$ cat config.mk
export PLATFORM = sky130hd
export DESIGN_NAME = sm3_stream_hash_flat
export DESIGN_NICKNAME = d
export VERILOG_FILES = /design/src/sv/sm3h_pkg.sv /design/src/sv/sm3h_in_if.sv /design/src/sv/sm3h_out_if.sv /design/src/sv/sm3h_ram.sv /design/src/sv/sm3_stream_hash.sv /design/src/flat_wrapper.sv
export SDC_FILE = /design/constraint.sdc
export NUM_CORES = 2
export LEC_CHECK = 0
export BUFFER_PORTS_ARGS = -buffer_cell sky130_fd_sc_hd__buf_2
export CAP_MARGIN = 20
export CORE_MARGIN = 4
export CORE_UTILIZATION = 55
export CTS_BUF_LIST = sky130_fd_sc_hd__clkbuf_4
export CTS_CLUSTER_SIZE = 20
export DETAILED_ROUTE_END_ITERATION = 12
export PLACE_DENSITY = 0.67
export SLEW_MARGIN = 20
export SYNTH_ARGS = -nofsm -noshare
export SYNTH_HDL_FRONTEND = slang
export SYNTH_SLANG_ARGS = --single-unit
$ cat constraint.sdc
create_clock -name clk_i -period 27.8 [get_ports clk_i]
set_input_delay 5.56 -clock clk_i [delete_from_list [all_inputs] [get_ports clk_i]]
set_output_delay 5.56 -clock clk_i [all_outputs]
set_load 0.005 [all_outputs]
$ cat src/sv/sm3h_pkg.sv
// Types, constants and round functions of the SM3 hash engine.
package sm3h_pkg;

  typedef enum logic [2:0] {
    ST_IDLE,
    ST_PAD,
    ST_LOAD,
    ST_ROUND,
    ST_FINAL,
    ST_EMIT
  } state_e;

  localparam logic OP_ABSORB = 1'b0;
  localparam logic OP_FINISH = 1'b1;

  localparam logic [31:0] T_LOW      = 32'h79cc4519;
  localparam logic [31:0] T_HIGH_R16 = 32'h9d8a7a87;  // 0x7a879d8a rotated left by 16
  localparam logic [7:0]  PAD_BYTE   = 8'h80;
  localparam logic [5:0]  LAST_FILL  = 6'd55;

  typedef logic [31:0] word_t;

  localparam word_t IV [8] = '{
    32'h7380166f, 32'h4914b2b9, 32'h172442d7, 32'hda8a0600,
    32'ha96f30bc, 32'h163138aa, 32'he38dee4d, 32'hb0fb0e4e
  };

  function automatic word_t rol(input word_t x, input int unsigned n);
    rol = (x << n) | (x >> (32 - n));
  endfunction

  function automatic word_t perm0(input word_t x);
    perm0 = x ^ rol(x, 9) ^ rol(x, 17);
  endfunction

  function automatic word_t perm1(input word_t x);
    perm1 = x ^ rol(x, 15) ^ rol(x, 23);
  endfunction

endpackage

$ cat src/sv/sm3h_in_if.sv
// Input word channel: one op and one message byte.
interface sm3h_in_if;
  logic       valid;
  logic       ready;
  logic       op;
  logic [7:0] data_byte;

  modport source (output valid, output op, output data_byte, input ready);
  modport sink (input valid, input op, input data_byte, output ready);
endinterface

$ cat src/sv/sm3h_out_if.sv
// Output word channel: one digest word with its position.
interface sm3h_out_if;
  logic        valid;
  logic        ready;
  logic [31:0] digest_word;
  logic [2:0]  word_index;
  logic        last;

  modport source (output valid, output digest_word, output word_index, output last,
                  input ready);
  modport sink (input valid, input digest_word, input word_index, input last,
                output ready);
endinterface

$ cat src/sv/sm3h_ram.sv
// Generic single-write, single-read RAM with registered read data.
module sm3h_ram #(
  parameter int Width = 32,
  parameter int Depth = 16
) (
  input  logic                     clk_i,
  input  logic                     we_i,
  input  logic [$clog2(Depth)-1:0] waddr_i,
  input  logic [Width-1:0]         wdata_i,
  input  logic                     re_i,
  input  logic [$clog2(Depth)-1:0] raddr_i,
  output logic [Width-1:0]         rdata_o
);

  logic [Width-1:0] mem [Depth];
  logic [Width-1:0] rdata_q;

  always_ff @(posedge clk_i) begin
    if (we_i) begin
      mem[waddr_i] <= wdata_i;
    end
    if (re_i) begin
      rdata_q <= mem[raddr_i];
    end
  end

  assign rdata_o = rdata_q;

endmodule

$ cat src/sv/sm3_stream_hash.sv
// SM3 hash engine: byte absorb into a word RAM, 64-round compression, digest out.
// Absorb: user bytes are taken in idle; the byte that fills a block starts the
// RAM load, 64 rounds at one round per cycle and the chaining update.
// Finish: padding is fed one byte per cycle (9 to 72 bytes, one or two blocks
// with a compression each), then the 8 digest words leave one per ready cycle.
// Reset clears the control state and loads the standard initial value.
module sm3_stream_hash (
  input  logic        clk_i,
  input  logic        rst_ni,
  sm3h_in_if.sink     in_i,
  sm3h_out_if.source  out_o
);

  sm3h_pkg::state_e state_q, state_d;

  logic [5:0]  fill_q;
  logic [63:0] total_q;
  logic [63:0] bits_q;
  logic [23:0] acc_q;
  logic        first_q, lenok_q, pad_q, emit_q;
  logic [4:0]  ld_q;
  logic [5:0]  rnd_q;
  logic [2:0]  idx_q;
  logic [31:0] tj_q;
  sm3h_pkg::word_t cv_q [8];
  sm3h_pkg::word_t r_q [8];
  sm3h_pkg::word_t w_q [16];

  logic        in_fire, out_fire;
  logic        feed_en;
  logic [7:0]  feed_byte;
  logic        blk_full;
  logic        pad_done;
  logic        ram_we, ram_re;
  logic [31:0] ram_rdata;

  assign in_fire  = in_i.valid & in_i.ready;
  assign out_fire = out_o.valid & out_o.ready;

  // Byte feeding: user bytes in idle, padding bytes in the pad state.
  always_comb begin
    feed_en   = 1'b0;
    feed_byte = 8'h00;
    unique case (state_q)
      sm3h_pkg::ST_IDLE: begin
        feed_en   = in_fire & (in_i.op == sm3h_pkg::OP_ABSORB);
        feed_byte = in_i.data_byte;
      end
      sm3h_pkg::ST_PAD: begin
        feed_en = 1'b1;
        if (first_q) begin
          feed_byte = sm3h_pkg::PAD_BYTE;
        end else if (lenok_q && (fill_q > sm3h_pkg::LAST_FILL)) begin
          feed_byte = bits_q[{~fill_q[2:0], 3'b000} +: 8];
        end
      end
      default: begin
        feed_en = 1'b0;
      end
    endcase
  end

  assign blk_full = feed_en & (fill_q == 6'd63);
  assign pad_done = (state_q == sm3h_pkg::ST_PAD) & !first_q & lenok_q & (fill_q == 6'd63);
  assign ram_we   = feed_en & (fill_q[1:0] == 2'd3);
  assign ram_re   = (state_q == sm3h_pkg::ST_LOAD) & !ld_q[4];

  sm3h_ram #(.Width(32), .Depth(16)) u_buf (
    .clk_i   (clk_i),
    .we_i    (ram_we),
    .waddr_i (fill_q[5:2]),
    .wdata_i ({acc_q, feed_byte}),
    .re_i    (ram_re),
    .raddr_i (ld_q[3:0]),
    .rdata_o (ram_rdata)
  );

  // Next state.
  always_comb begin
    state_d = state_q;
    unique case (state_q)
      sm3h_pkg::ST_IDLE: begin
        if (blk_full) begin
          state_d = sm3h_pkg::ST_LOAD;
        end else if (in_fire && (in_i.op == sm3h_pkg::OP_FINISH)) begin
          state_d = sm3h_pkg::ST_PAD;
        end
      end
      sm3h_pkg::ST_PAD: begin
        if (blk_full) begin
          state_d = sm3h_pkg::ST_LOAD;
        end
      end
      sm3h_pkg::ST_LOAD: begin
        if (ld_q == 5'd16) begin
          state_d = sm3h_pkg::ST_ROUND;
        end
      end
      sm3h_pkg::ST_ROUND: begin
        if (rnd_q == 6'd63) begin
          state_d = sm3h_pkg::ST_FINAL;
        end
      end
      sm3h_pkg::ST_FINAL: begin
        if (emit_q) begin
          state_d = sm3h_pkg::ST_EMIT;
        end else if (pad_q) begin
          state_d = sm3h_pkg::ST_PAD;
        end else begin
          state_d = sm3h_pkg::ST_IDLE;
        end
      end
      sm3h_pkg::ST_EMIT: begin
        if (out_fire && (idx_q == 3'd7)) begin
          state_d = sm3h_pkg::ST_IDLE;
        end
      end
      default: begin
        state_d = sm3h_pkg::ST_IDLE;
      end
    endcase
  end

  // Port outputs.
  always_comb begin
    in_i.ready        = (state_q == sm3h_pkg::ST_IDLE);
    out_o.valid       = (state_q == sm3h_pkg::ST_EMIT);
    out_o.digest_word = cv_q[idx_q];
    out_o.word_index  = idx_q;
    out_o.last        = (idx_q == 3'd7);
  end

  // Round datapath.
  logic        rnd_low;
  sm3h_pkg::word_t a12, ss1, ss2, ffv, ggv, tt1, tt2, wnew;

  always_comb begin
    rnd_low = (rnd_q[5:4] == 2'd0);
    a12 = sm3h_pkg::rol(r_q[0], 12);
    ss1 = sm3h_pkg::rol(a12 + r_q[4] + tj_q, 7);
    ss2 = ss1 ^ a12;
    if (rnd_low) begin
      ffv = r_q[0] ^ r_q[1] ^ r_q[2];
      ggv = r_q[4] ^ r_q[5] ^ r_q[6];
    end else begin
      ffv = (r_q[0] & r_q[1]) | (r_q[0] & r_q[2]) | (r_q[1] & r_q[2]);
      ggv = (r_q[4] & r_q[5]) | (~r_q[4] & r_q[6]);
    end
    tt1  = ffv + r_q[3] + ss2 + (w_q[0] ^ w_q[4]);
    tt2  = ggv + r_q[7] + ss1 + w_q[0];
    wnew = sm3h_pkg::perm1(w_q[0] ^ w_q[7] ^ sm3h_pkg::rol(w_q[13], 15))
         ^ sm3h_pkg::rol(w_q[3], 7) ^ w_q[10];
  end

  always_ff @(posedge clk_i or negedge rst_ni) begin
    if (!rst_ni) begin
      state_q <= sm3h_pkg::ST_IDLE;
      fill_q  <= '0;
      total_q <= '0;
      first_q <= 1'b0;
      lenok_q <= 1'b0;
      pad_q   <= 1'b0;
      emit_q  <= 1'b0;
      ld_q    <= '0;
      rnd_q   <= '0;
      idx_q   <= '0;
      for (int i = 0; i < 8; i++) begin
        cv_q[i] <= sm3h_pkg::IV[i];
      end
    end else begin
      state_q <= state_d;

      if (feed_en) begin
        fill_q <= fill_q + 6'd1;
      end
      if ((state_q == sm3h_pkg::ST_IDLE) && in_fire) begin
        if (in_i.op == sm3h_pkg::OP_ABSORB) begin
          total_q <= total_q + 64'd1;
        end else begin
          first_q <= 1'b1;
          lenok_q <= 1'b0;
          pad_q   <= 1'b1;
        end
      end
      if (state_q == sm3h_pkg::ST_PAD) begin
        first_q <= 1'b0;
        // Length bytes go in once the block holding them has started.
        if ((fill_q == 6'd63) || (first_q && (fill_q <= sm3h_pkg::LAST_FILL))) begin
          lenok_q <= 1'b1;
        end
        if (pad_done) begin
          pad_q  <= 1'b0;
          emit_q <= 1'b1;
        end
      end

      if (state_q == sm3h_pkg::ST_LOAD) begin
        ld_q <= ld_q + 5'd1;
      end else begin
        ld_q <= '0;
      end
      if (state_q == sm3h_pkg::ST_ROUND) begin
        rnd_q <= rnd_q + 6'd1;
      end

      if (state_q == sm3h_pkg::ST_FINAL) begin
        for (int i = 0; i < 8; i++) begin
          cv_q[i] <= cv_q[i] ^ r_q[i];
        end
      end

      if (out_fire) begin
        idx_q <= idx_q + 3'd1;
        if (idx_q == 3'd7) begin
          // Restart from the initial value for the next message.
          emit_q  <= 1'b0;
          fill_q  <= '0;
          total_q <= '0;
          for (int i = 0; i < 8; i++) begin
            cv_q[i] <= sm3h_pkg::IV[i];
          end
        end
      end
    end
  end

  // Payload registers.
  always_ff @(posedge clk_i) begin
    if (feed_en) begin
      acc_q <= {acc_q[15:0], feed_byte};
    end
    if ((state_q == sm3h_pkg::ST_IDLE) && in_fire) begin
      bits_q <= {total_q[60:0], 3'b000};
    end
    if ((state_q == sm3h_pkg::ST_LOAD) && (ld_q != 5'd0)) begin
      for (int i = 0; i < 15; i++) begin
        w_q[i] <= w_q[i+1];
      end
      w_q[15] <= ram_rdata;
    end else if (state_q == sm3h_pkg::ST_ROUND) begin
      for (int i = 0; i < 15; i++) begin
        w_q[i] <= w_q[i+1];
      end
      w_q[15] <= wnew;
    end
    if (state_q == sm3h_pkg::ST_LOAD) begin
      for (int i = 0; i < 8; i++) begin
        r_q[i] <= cv_q[i];
      end
      tj_q <= sm3h_pkg::T_LOW;
    end else if (state_q == sm3h_pkg::ST_ROUND) begin
      r_q[3] <= r_q[2];
      r_q[2] <= sm3h_pkg::rol(r_q[1], 9);
      r_q[1] <= r_q[0];
      r_q[0] <= tt1;
      r_q[7] <= r_q[6];
      r_q[6] <= sm3h_pkg::rol(r_q[5], 19);
      r_q[5] <= r_q[4];
      r_q[4] <= sm3h_pkg::perm0(tt2);
      tj_q   <= (rnd_q == 6'd15) ? sm3h_pkg::T_HIGH_R16 : sm3h_pkg::rol(tj_q, 1);
    end
  end

endmodule

$ cat src/flat_wrapper.sv
// flat-port wrapper written by rule: the top's interface ports become plain ports
module sm3_stream_hash_flat 
  (clk_i, rst_ni, in_i_valid, in_i_op, in_i_data_byte, in_i_ready, out_o_valid, out_o_digest_word, out_o_word_index, out_o_last, out_o_ready);
  sm3h_in_if in_i_i ();
  sm3h_out_if out_o_i ();
  input  logic clk_i;
  input  logic rst_ni;
  input wire logic [$bits(in_i_i.valid)-1:0] in_i_valid;
  input wire logic [$bits(in_i_i.op)-1:0] in_i_op;
  input wire logic [$bits(in_i_i.data_byte)-1:0] in_i_data_byte;
  output wire logic [$bits(in_i_i.ready)-1:0] in_i_ready;
  output wire logic [$bits(out_o_i.valid)-1:0] out_o_valid;
  output wire logic [$bits(out_o_i.digest_word)-1:0] out_o_digest_word;
  output wire logic [$bits(out_o_i.word_index)-1:0] out_o_word_index;
  output wire logic [$bits(out_o_i.last)-1:0] out_o_last;
  input wire logic [$bits(out_o_i.ready)-1:0] out_o_ready;
  assign in_i_i.valid = in_i_valid;
  assign in_i_i.op = in_i_op;
  assign in_i_i.data_byte = in_i_data_byte;
  assign in_i_ready = in_i_i.ready;
  assign out_o_valid = out_o_i.valid;
  assign out_o_digest_word = out_o_i.digest_word;
  assign out_o_word_index = out_o_i.word_index;
  assign out_o_last = out_o_i.last;
  assign out_o_i.ready = out_o_ready;
  sm3_stream_hash u_core (.clk_i(clk_i), .rst_ni(rst_ni), .in_i(in_i_i), .out_o(out_o_i));
endmodule
==> flow_metrics.env <==
export IMPL_wl_per_cell_um=26.3
export IMPL_grt_overflow_total=0
export IMPL_critPathSlowestCell="dfrtp_4"
export IMPL_synth_seq_cells=1773
export IMPL_synth_edf_count=1397
export IMPL_cts_tree="done"
export IMPL_nFillCells=11400
export IMPL_min_period_over_period_pct=35.9
export IMPL_hold_class="register to register"
export IMPL_gp_congestion=1.00
export IMPL_finalHoldViolations=0
export IMPL_final_cell_mix="edfxtp_1 (1397), nand2_1 (1190), clkbuf_4 (712), xor2_1 (387), xnor2_1 (330)"
export IMPL_antenna_left=0
export IMPL_die_h_um=393
export IMPL_synth_compound_area_share_pct=3.62
export IMPL_path_clk_slew_ns=0.07
export IMPL_status="complete, no violations"
export IMPL_multiInputGateArea_mm2=0.0288
export IMPL_cp_start_kind="register"
export IMPL_worstPathCellList="buf_4 > mux4_2 > mux2_2 > buf_2"
export IMPL_yosys_area_share_adder_pct=6.13
export IMPL_path_max_fanout=34
export IMPL_final_nets=6477
export IMPL_critPathBufInv=2
export IMPL_vias=48900
export IMPL_max_stage_delay_ns=0.96
export IMPL_crit_family="multiplexers"
export IMPL_place_hpwl_um=155000
export IMPL_synth_avg_cell_area_um2=14.0
export IMPL_final_setup_viol_count=0
export IMPL_first_global_vias=48600
export IMPL_postCtsSetupBuffers=0
export IMPL_rows=141
export IMPL_maxSlewHeadroom_pct=25.8
export IMPL_grtUsageTotal_pct=29.3
export IMPL_numCtsBuffers=460
export IMPL_post_synth_num_cell_types=109
export IMPL_dp_cells=7642
export IMPL_cts_buffer_depth=4
export IMPL_start_util_pct=55.3
export IMPL_end_kind="primary output"
export IMPL_period_minus_slack_ns=9.97
export IMPL_grt_pass1_wl_um=327000
export IMPL_finalSetupTns_ns=0
export IMPL_required_ns=22.24
export IMPL_port_buffers=50
export IMPL_cts_resized=0
export IMPL_cts_max_level=5
export IMPL_wl_um=222000
export IMPL_synth_area_mm2=0.0816
export IMPL_cap_viol_max_count=0
export IMPL_power_static_leakage_nw=33.3
export IMPL_grt_antenna_before_repair=7
export IMPL_synth_mux_area_share_pct=7.92
export IMPL_powerDensity_mw_per_mm2=56.0
export IMPL_critical_path_arrival_ns=4.41
export IMPL_async_flop_share_pct=19.4
export IMPL_ys_warnings_count=0
export IMPL_layout_drive_gt1_share_pct=20.6
export IMPL_syn_inst=5819
export IMPL_ctsHoldBuffers=0
export IMPL_critPathKind="register to primary output"
export IMPL_cts_sink_count=1773
export IMPL_drc=0
export IMPL_dieArea_mm2=0.155
export IMPL_viasPerCell=5.77
export IMPL_worstMarginPinSlew_ns=1.08
export IMPL_die_w_um=393
export IMPL_grt_max_degree=146
export IMPL_area_growth_pct=10.3
export IMPL_num_io_pins=51
export IMPL_dp_slack_ns=18.84
export IMPL_synth_top_family_by_area="simple AND/OR/NAND/NOR gates"
export IMPL_synth_flop_cell="edfxtp_1"
export IMPL_finClkSkew_ns=0.172
export IMPL_drtIter0Drc=4402
export IMPL_register_area_mm2=0.0514
export IMPL_rsz0062_at_grt="no"
export IMPL_core_area_mm2=0.147
export IMPL_layout_commonest_cell="edfxtp_1"
export IMPL_ir_drop_mv=0.0568
export IMPL_maxSlewViolCount=0
export IMPL_layout_cells_non_filler=8464
export IMPL_max_freq_ghz=0.100
export IMPL_clock_root_buffer="clkbuf_4"
export IMPL_synthesis_nets=6119
export IMPL_synth_xor_area_share_pct=8.19
export IMPL_yosys_area_share_simple_pct=9.20
export IMPL_fin_ws_ns=17.83
export IMPL_ys_seq_area_share_pct=62.9
export IMPL_clk_latency_ns=1.40
export IMPL_firstDrtPassIters=7
[stage by stage]
stage	util, %	power (W)	instance area (um2)	hold WS, ns
finish	61.0	0.00504	90000	0.339
global route	61.0	0.00527	90000	0.361
CTS	60.9	0.00511	89900	0.321
detailed placement	57.0	0.00290	84100	0.405
global placement	57.0	0.00290	84100	0.401
floorplan	-	0.00288	81600	0.400
[final timing paths]
path                                            startpoint                   end  slack (ns)  depth (start not counted)
worst max register to register           u_core.r_q[0][21]     u_core.r_q[0][30]       18.95                         27
max in group asynchronous                           rst_ni        u_core.ld_q[0]       22.04                          2
worst max-delay path            u_core.out_o.word_index[0]  out_o_digest_word[8]       17.83                          4
worst min-delay path                    u_core.w_q[0][449]    u_core.w_q[0][417]        0.34                          0
min in group asynchronous                           rst_ni      u_core.cv_q[140]        4.24                          1
worst min register to register          u_core.w_q[0][449]    u_core.w_q[0][417]        0.34                          0
[synthesized netlist by cell type (8+ instances only)]
cell / number / area share, %
nand2b_1: 17 / 0.13
nand3b_1: 23 / 0.21
a21oi_1: 94 / 0.58
o211ai_1: 24 / 0.22
and4_1: 8 / 0.086
dfxtp_1: 32 / 0.79
o21a_1: 18 / 0.17
or3_1: 18 / 0.14
nor3_1: 51 / 0.31
nand4_1: 22 / 0.17
ha_1: 99 / 1.5
clkbuf_1: 185 / 0.85
buf_1: 36 / 0.17
nor2b_1: 13 / 0.10
nor2_1: 321 / 1.5
xnor2_1: 331 / 3.6
a31oi_1: 29 / 0.22
dfstp_2: 119 / 3.8
nand3_1: 45 / 0.28
edfxtp_1: 1397 / 51
inv_1: 195 / 0.90
a21o_1: 24 / 0.22
o21ai_1: 20 / 0.12
fa_1: 188 / 4.6
xnor3_1: 11 / 0.30
a211oi_1: 11 / 0.10
dfrtp_1: 225 / 6.9
a22o_1: 8 / 0.086
xor2_1: 387 / 4.2
mux4_2: 237 / 6.5
o21ai_0: 155 / 0.95
and3_1: 21 / 0.16
nand2_1: 1190 / 5.5
o21bai_1: 8 / 0.074
mux2i_1: 53 / 0.65
mux2_2: 51 / 0.70
and2_1: 13 / 0.10
[routing by layer]
metal | vias up | track usage, % | share of wire, %
li1 | 21600 | - | -
met1 | 24800 | 39.7 | 40
met2 | 2022 | 45.2 | 47
met3 | 407 | 6.09 | 7.6
met4 | 2 | 14.9 | 5.2
met5 | - | 0 | 0.0090
[final cells by class]
| class | count | area share [%] |
|---|---|---|
| flip-flops and latches | 1773 | 57.1 |
| multi-input cells | 3622 | 32.0 |
| clock buffers | 712 | 5.94 |
| well taps | 1930 | 2.68 |
| repair buffers | 123 | 0.976 |
| inverters | 197 | 0.830 |
| clock inverters | 100 | 0.464 |
| diodes | 7 | 0.0195 |
[worst register-to-register path, cell delays in order (launching register included)]
cell and delay, ns:
edfxtp_1 0.51, inv_1 0.15, fa_1 0.55, inv_1 0.05, ha_1 0.23, fa_1 0.49, a211oi_1 0.33, o21ai_0 0.26
nand4_1 0.23, a21oi_1 0.11, o2111ai_1 0.35, a21o_1 0.28, a31oi_1 0.13, o311ai_1 0.89, xnor2_1 0.29, fa_1 0.55
fa_1 0.50, inv_1 0.05, ha_1 0.34, nand3_1 0.11, o22ai_1 0.24, nor2_1 0.12, nor4_1 0.75, o211ai_1 0.25
a31oi_1 0.36, o211ai_1 0.20, mux2i_1 0.17, nand3_1 0.07
[registers in the layout, indices dropped and copies added (netlist names), 24 cells and up]
register	cells
u_core.w_q	512
u_core.u_buf.rdata_o	32
u_core.u_buf.mem	512
u_core.cv_q	256
u_core.bits_q	61
u_core.tj_q	32
u_core.r_q	256
u_core.acc_q	24
u_core.total_q	61
[cells by family (layout without fill, tap and decap cells)]
kind of cell | Yosys count | in the layout
AND/OR/NAND/NOR | 1793 | 1793
flip-flops | 1773 | 1773
XOR/XNOR | 735 | 735
AO/OA/AOI/OAI | 465 | 465
buffers and inverters | 424 | 1132
multiplexers | 342 | 342
adder cells (fa/ha/maj) | 287 | 287
other | 0 | 7
[where the power goes]
group / total, W / leakage [nW] / internal, W / switching (W)
Sequential: 0.00283 / 18.5 / 0.00283 / 0.000000222
Clock: 0.00220 / 3.49 / 0.00116 / 0.00104
Combinational: 0.0000128 / 11.4 / 0.00000150 / 0.0000113
(Power assumes the default switching activity.)
